--- config.mk ---
export PLATFORM = sky130hd
export DESIGN_NAME = grid_step_path_length_unit
export DESIGN_NICKNAME = d
export VERILOG_FILES = /design/src/gspl_pkg.sv /design/src/gspl_ram.sv /design/src/grid_step_path_length_unit.sv
export SDC_FILE = /design/constraint.sdc
export NUM_CORES = 1
export LEC_CHECK = 0
export BUFFER_PORTS_ARGS = -buffer_cell sky130_fd_sc_hd__buf_2
export CORE_ASPECT_RATIO = 0.9
export CORE_MARGIN = 8
export CORE_UTILIZATION = 35
export DETAILED_ROUTE_END_ITERATION = 8
export GPL_ROUTABILITY_DRIVEN = 0
export PLACE_DENSITY = 0.58
export SKIP_CTS_REPAIR_TIMING = 1
export SLEW_MARGIN = 5
export SYNTH_ARGS = -nofsm -noshare
export SYNTH_HDL_FRONTEND = slang
export SYNTH_HIERARCHICAL = 1
export SYNTH_SLANG_ARGS = --single-unit
--- constraint.sdc ---
create_clock -name clock -period 10.5 [get_ports clock]
set_input_delay 1.575 -clock clock [delete_from_list [all_inputs] [get_ports clock]]
set_output_delay 1.575 -clock clock [all_outputs]
set_load 0.02 [all_outputs]
--- src/gspl_pkg.sv ---
// ----------------------------------------------------------------------------
// gspl_pkg
// shared constants for the grid step path length unit
// ----------------------------------------------------------------------------
package gspl_pkg;

   // default geometry and word widths
   localparam int DEF_MAX_COLUMNS = 64;
   localparam int DEF_VALUE_BITS  = 8;
   localparam int DEF_LENGTH_BITS = 11;

   // columns register
   localparam int               COLUMNS_BITS  = 7;
   localparam [COLUMNS_BITS-1:0] COLUMNS_RESET = 7'd64;

endpackage

--- src/gspl_ram.sv ---
// ----------------------------------------------------------------------------
// gspl_ram
// generic single write port, single read port ram with registered read
// ----------------------------------------------------------------------------
module gspl_ram #(
   parameter int WIDTH = 8,
   parameter int DEPTH = 64
) (
   input  logic                     clock,
   input  logic                     wr_en,
   input  logic [$clog2(DEPTH)-1:0] wr_addr,
   input  logic [WIDTH-1:0]         wr_data,
   input  logic [$clog2(DEPTH)-1:0] rd_addr,
   output logic [WIDTH-1:0]         rd_data
);

   logic [WIDTH-1:0] mem_ff [DEPTH];
   logic [WIDTH-1:0] rd_data_ff;

   // write port
   always_ff @(posedge clock) begin
      if (wr_en) begin
         mem_ff[wr_addr] <= wr_data;
      end
   end

   // registered read, old data on a same-address write
   always_ff @(posedge clock) begin
      rd_data_ff <= mem_ff[rd_addr];
   end

   assign rd_data = rd_data_ff;

endmodule

--- src/grid_step_path_length_unit.sv ---
// ----------------------------------------------------------------------------
// grid_step_path_length_unit
// longest right/down path length per cell of a row-major streamed grid
// ----------------------------------------------------------------------------
// response: registered, valid in the cycle after its request word is accepted
// throughput: one word per cycle while the response is taken (rsp_tready), set by the
//    single row buffer read issued ahead for the next column (a bypass covers same-address writes)
// reset: synchronous, clears grid state and columns to 64; the row buffer is
//    not cleared, no clearing pass is needed
// ----------------------------------------------------------------------------
module grid_step_path_length_unit
   import gspl_pkg::*;
#(
   parameter int MAX_COLUMNS = DEF_MAX_COLUMNS,
   parameter int VALUE_BITS  = DEF_VALUE_BITS,
   parameter int LENGTH_BITS = DEF_LENGTH_BITS
) (
   input  logic                                  clock,
   input  logic                                  reset,
   // config write channel
   input  logic                                  csr_valid,
   output logic                                  csr_ready,
   input  logic [COLUMNS_BITS-1:0]               csr_data,   // columns
   // request stream
   input  logic                                  req_tvalid,
   output logic                                  req_tready,
   input  logic [((VALUE_BITS+7)/8)*8-1:0]       req_tdata,  // cell_value
   input  logic                                  req_tlast,  // last_cell
   // response stream
   output logic                                  rsp_tvalid,
   input  logic                                  rsp_tready,
   output logic [((2*LENGTH_BITS+7)/8)*8-1:0]    rsp_tdata,  // path_length, best_length
   output logic                                  rsp_tlast   // grid_done
);

   localparam int CW     = $clog2(MAX_COLUMNS);
   localparam int WB     = (CW + 1 > COLUMNS_BITS) ? CW + 1 : COLUMNS_BITS;
   localparam int RW     = VALUE_BITS + LENGTH_BITS;
   localparam int RSP_W  = ((2*LENGTH_BITS+7)/8)*8;
   localparam [LENGTH_BITS-1:0] LEN_MAX = {LENGTH_BITS{1'b1}};

   // state
   logic [COLUMNS_BITS-1:0] columns_ff, columns_in;
   logic [CW-1:0]           col_ff, col_in;
   logic                    first_row_ff, first_row_in;
   logic [VALUE_BITS-1:0]   left_value_ff, left_value_in;
   logic [LENGTH_BITS-1:0]  left_length_ff, left_length_in;
   logic [LENGTH_BITS-1:0]  best_ff, best_in;
   logic                    byp_hit_ff, byp_hit_in;
   logic [RW-1:0]           byp_data_ff, byp_data_in;
   logic                    rsp_valid_ff, rsp_valid_in;
   logic [LENGTH_BITS-1:0]  rsp_path_ff, rsp_path_in;
   logic [LENGTH_BITS-1:0]  rsp_best_ff, rsp_best_in;
   logic                    rsp_last_ff, rsp_last_in;

   // datapath
   logic                    accept;
   logic [VALUE_BITS-1:0]   cell_value;
   logic [RW-1:0]           ram_rd_data;
   logic [RW-1:0]           up_word;
   logic [VALUE_BITS-1:0]   up_value;
   logic [LENGTH_BITS-1:0]  up_length;
   logic                    left_ok, up_ok;
   logic [LENGTH_BITS-1:0]  best_prev, len_cur, best_cur;
   logic [WB-1:0]           width_eff, col_plus;
   logic                    wrap;
   logic [CW-1:0]           col_next;

   // values differ by at most one
   function automatic logic near_enough(input logic [VALUE_BITS-1:0] a,
                                        input logic [VALUE_BITS-1:0] b);
      logic [VALUE_BITS:0] ae;
      logic [VALUE_BITS:0] be;
      ae = {1'b0, a};
      be = {1'b0, b};
      return (ae == be) || (ae == be + 1'b1) || (be == ae + 1'b1);
   endfunction

   assign csr_ready  = 1'b1;
   assign req_tready = !rsp_valid_ff || rsp_tready;
   assign accept     = req_tvalid && req_tready;
   assign cell_value = req_tdata[VALUE_BITS-1:0];

   // effective row width, clamped to one and to the buffer depth
   always_comb begin
      if (columns_ff == '0) begin
         width_eff = WB'(1);
      end else if (WB'(columns_ff) > WB'(MAX_COLUMNS)) begin
         width_eff = WB'(MAX_COLUMNS);
      end else begin
         width_eff = WB'(columns_ff);
      end
   end

   // upper neighbor with bypass of a write to the address just read
   assign up_word   = byp_hit_ff ? byp_data_ff : ram_rd_data;
   assign up_value  = up_word[RW-1:LENGTH_BITS];
   assign up_length = up_word[LENGTH_BITS-1:0];

   // pick the best qualifying neighbor and extend it
   always_comb begin
      left_ok   = (col_ff != '0) && near_enough(cell_value, left_value_ff);
      up_ok     = !first_row_ff && near_enough(cell_value, up_value);
      best_prev = '0;
      if (left_ok && left_length_ff > best_prev) begin
         best_prev = left_length_ff;
      end
      if (up_ok && up_length > best_prev) begin
         best_prev = up_length;
      end
      len_cur  = (best_prev == LEN_MAX) ? LEN_MAX : best_prev + 1'b1;
      best_cur = (len_cur > best_ff) ? len_cur : best_ff;
   end

   // column advance and row wrap
   always_comb begin
      col_plus = WB'(col_ff) + 1'b1;
      wrap     = col_plus >= width_eff;
      col_next = wrap ? '0 : col_plus[CW-1:0];
   end

   // next state
   always_comb begin
      columns_in     = csr_valid ? csr_data : columns_ff;
      col_in         = col_ff;
      first_row_in   = first_row_ff;
      left_value_in  = left_value_ff;
      left_length_in = left_length_ff;
      best_in        = best_ff;
      if (accept) begin
         if (req_tlast) begin
            col_in         = '0;
            first_row_in   = 1'b1;
            left_value_in  = '0;
            left_length_in = '0;
            best_in        = '0;
         end else begin
            col_in         = col_next;
            first_row_in   = wrap ? 1'b0 : first_row_ff;
            left_value_in  = cell_value;
            left_length_in = len_cur;
            best_in        = best_cur;
         end
      end
      byp_hit_in  = accept && (col_ff == col_in);
      byp_data_in = {cell_value, len_cur};
   end

   // response register
   always_comb begin
      rsp_valid_in = rsp_valid_ff && !rsp_tready;
      rsp_path_in  = rsp_path_ff;
      rsp_best_in  = rsp_best_ff;
      rsp_last_in  = rsp_last_ff;
      if (accept) begin
         rsp_valid_in = 1'b1;
         rsp_path_in  = len_cur;
         rsp_best_in  = best_cur;
         rsp_last_in  = req_tlast;
      end
   end

   // control registers
   always_ff @(posedge clock) begin
      if (reset) begin
         columns_ff     <= COLUMNS_RESET;
         col_ff         <= '0;
         first_row_ff   <= 1'b1;
         left_value_ff  <= '0;
         left_length_ff <= '0;
         best_ff        <= '0;
         byp_hit_ff     <= 1'b0;
         rsp_valid_ff   <= 1'b0;
      end else begin
         columns_ff     <= columns_in;
         col_ff         <= col_in;
         first_row_ff   <= first_row_in;
         left_value_ff  <= left_value_in;
         left_length_ff <= left_length_in;
         best_ff        <= best_in;
         byp_hit_ff     <= byp_hit_in;
         rsp_valid_ff   <= rsp_valid_in;
      end
   end

   // payload registers
   always_ff @(posedge clock) begin
      byp_data_ff <= byp_data_in;
      rsp_path_ff <= rsp_path_in;
      rsp_best_ff <= rsp_best_in;
      rsp_last_ff <= rsp_last_in;
   end

   // previous row buffer: value and length per column
   gspl_ram #(
      .WIDTH (RW),
      .DEPTH (MAX_COLUMNS)
   ) u_row_ram (
      .clock   (clock),
      .wr_en   (accept),
      .wr_addr (col_ff),
      .wr_data ({cell_value, len_cur}),
      .rd_addr (col_in),
      .rd_data (ram_rd_data)
   );

   assign rsp_tvalid = rsp_valid_ff;
   assign rsp_tdata  = RSP_W'({rsp_best_ff, rsp_path_ff});
   assign rsp_tlast  = rsp_last_ff;

endmodule
==> reports/qor.txt <==
Max Root-Sink Buffers = 3
Count of buffer and inverter cells on the critical path = 3
Highest cell delay on the worst timing path = 0.69 ns
Standby leakage power = 19.5 nW
CTS Root Cell = sky130_fd_sc_hd__clkbuf_16
Top FF cell, synth = sky130_fd_sc_hd__edfxtp_1
Clock-pin slew on the worst setup and hold paths = 0.07 ns
Number of fillers in the final layout = 13265
Most frequent cell on the critical path = sky130_fd_sc_hd__ha_1
Outcome = complete, no violations
Total negative setup slack = 0 ns
Worst Path Max Fanout = 27
Clock buffers created by TritonCTS = 135
Setup repair after global routing missed its margin = no
Overall power of the completed layout = 11.0 mW
Cell count after synthesis = 2754
Die footprint = 163000 sq um
Yosys warnings = 6
Arrival time at the worst endpoint = 10.26 ns
Number of nets in the finished design = 2931
Crit path setup slack, layout = 0.884 ns
Final setup vio count = 0
Number of global-route vias before repair = 26710
Via density per instance = 5.43
Worst-case headroom to the max-slew limit = 0.187
Sum of met2 wire segment lengths after detailed routing = 62.7 mm
Max Cap Violations = 0
Global router's overall resource usage = 0.161
Worst-case clock skew = 0.0312 ns
Power density of the placed cells = 183 nW/um^2
Count of pins on the block boundary = 49
Startpoint kind of the worst setup timing path = primary input
Top Layer Used = met5
Cell area after technology mapping = 52800 sq um
Worst hold path class = register to register
Pre-CTS WS = 0.191 ns
Highest-delay cell along the critical path = sky130_fd_sc_hd__nand2_1
Routed length on met3 = 9.10 mm
HPWL reported at the end of detailed placement = 76.7 mm
Family with the most delay on the worst path = compound AO/OA/AOI/OAI gates
Initial cell density of the core = 0.351
Global-route wire length before repair = 192 mm
Flip-flop and latch count after synthesis = 1323
Number of vias in the routed layout = 27047
Horizontal die dimension = 425 um
Area Growth Syn to Fin = 14.1%
Crit path kind = primary input to register
Worst slack on hold paths = 0.469 ns
Final critical-path share of the clock period = 0.916
Upper clock frequency limit = 0.104 GHz
Vertical die dimension = 384 um
Antenna violations before repair = 12
Placement Rows = 135
Most frequent cells in the layout = sky130_fd_sc_hd__edfxtp_1 (1239), sky130_fd_sc_hd__mux4_2 (266), sky130_fd_sc_hd__mux2i_1 (158)
Sequential-to-total area share from yosys stat = 0.737
Floorplan Core Area = 150000 sq um
Iteration-0 DRC Markers = 2946
Total number of clock tree sinks = 1323
Remaining design rule violation count = 0
Count of pins over their slew limit = 0
Aggregate routed wire length = 134 mm
Port buffer count = 45
Maximum number of pins on one net before global-route repair = 103
Detailed Routing Iterations Pass 1 = 7
Clk Latency, worst-skew pair = 0.75 ns
Leftover overflow at the end of global routing = 0
Total area of multi-input combinational cells = 13300 sq um
Footprint of the flip-flops and latches = 38900 sq um
Final ANT Viol Nets = 0
Required time reported for the critical path endpoint = 11.14 ns
DR WL/cell = 27.0 um
Share of flip-flops with an asynchronous set or reset after synthesis = 0
Commonest non-fill, non-tap cell in the layout = sky130_fd_sc_hd__edfxtp_1
Clock tree from TritonCTS = yes
Endpoint type of the worst setup path = register
Synth cell types = 73
Number of flops mapped to enable cells by yosys = 1239
Shortest period the worst path allows = 9.62 ns
Synthesized area divided by synthesized cell count = 19.2 sq um
Actual slew at the worst max-slew pin = 1.21 ns
H-tree depth reported by CTS = 4
Fraction of final layout cells with drive strength greater than 1 = 0.244
Peak supply drop = 0.133 mV
Length of routed wiring on met1 = 58.7 mm
Finished Core Util = 0.401
Hold Fails Final Rpt = 0
-- logic make-up after synthesis --
family / after synthesis / synth area share
multiplexers: 463 / 0.152
buffers and inverters: 190 / 0.0184
AND/OR/NAND/NOR: 390 / 0.0364
AO/OA/AOI/OAI: 302 / 0.0394
XOR/XNOR: 49 / 0.00842
flip-flops: 1323 / 0.737
adder cells (fa/ha/maj): 35 / 0.00830
other: 2 / 0.000142
-- path summary, 6_finish.rpt --
| kind | cells past startpoint | end | from | slack (ns) |
|---|---|---|---|---|
| min | 2 | best_ff[10]$_SDFFE_PP0P_ | best_ff[10]$_SDFFE_PP0P_ | 0.47 |
| min reg2reg | 2 | best_ff[10]$_SDFFE_PP0P_ | best_ff[10]$_SDFFE_PP0P_ | 0.47 |
| max | 36 | best_ff[7]$_SDFFE_PP0P_ | req_tdata[1] | 0.88 |
| max reg2reg | 35 | best_ff[7]$_SDFFE_PP0P_ | left_value_ff[1]$_SDFFE_PP0P_ | 1.57 |
-- layout make-up --
| type | instances | share of cell area |
|---|---|---|
| antenna | 10 | 0.000416 |
| tap | 1986 | 0.0413 |
| multi-input combinational | 1242 | 0.221 |
| clock inverter | 59 | 0.00975 |
| clock buffer | 184 | 0.0628 |
| timing repair buffer | 140 | 0.0167 |
| inverter | 33 | 0.00206 |
| sequential | 1323 | 0.646 |
-- registers in the layout, summed over array words and instances, names as in the netlist --
register / flops
left_value_ff: 8
rsp_tlast: 1
col_ff: 6
rsp_path_ff: 11
u_row_ram/mem_ff: 1216
u_row_ram/rd_data: 19
byp_hit_ff: 1
byp_data_ff: 19
first_row_ff: 1
columns_ff: 7
rsp_tvalid: 1
left_length_ff: 11
best_ff: 11
rsp_best_ff: 11
-- worst min-delay path, stage by stage (launching register included) --
cell and delay (ns):
sky130_fd_sc_hd__dfxtp_1 0.32, sky130_fd_sc_hd__nand3_1 0.06, sky130_fd_sc_hd__nand2_1 0.05
-- power breakdown --
| group | switching, mW | internal, mW |
|---|---|---|
| Combinational | 0.292 | 0.190 |
| Sequential | 0.0190 | 5.74 |
| Clock | 1.98 | 2.77 |
-- cells in the mapped netlist (31+ instances only) --
master                        n  area share
sky130_fd_sc_hd__a21oi_1     31      0.0029
sky130_fd_sc_hd__a22oi_1     46      0.0065
sky130_fd_sc_hd__buf_2       40      0.0038
sky130_fd_sc_hd__clkbuf_1    71      0.0051
sky130_fd_sc_hd__dfxtp_1     84       0.032
sky130_fd_sc_hd__edfxtp_1  1239        0.71
sky130_fd_sc_hd__ha_1        35      0.0083
sky130_fd_sc_hd__inv_1       33      0.0023
sky130_fd_sc_hd__mux2_2      34      0.0073
sky130_fd_sc_hd__mux2i_1    159       0.030
sky130_fd_sc_hd__mux4_2     266        0.11
sky130_fd_sc_hd__nand2_1     83      0.0059
sky130_fd_sc_hd__nand3_1     39      0.0037
sky130_fd_sc_hd__nor2_1     112      0.0080
sky130_fd_sc_hd__nor3_1      35      0.0033
sky130_fd_sc_hd__o21ai_0     56      0.0053
sky130_fd_sc_hd__o22ai_1     36      0.0043
-- metal layers --
metal,track usage,vias up
met3,0.0352,220
met2,0.253,864
met4,0.0531,4
met1,0.223,14426
li1,-,11533
met5,0,-
-- through the flow --
stage | instances | area [sq um]
4_1_cts | 4967 | 60200
3_3_place_gp | 4724 | 55800
5_1_grt | 4968 | 60200
6_report | 4977 | 60200
3_5_place_dp | 4724 | 55800
2_1_floorplan | 2755 | 52800
Power figures use the tool's default switching activity.
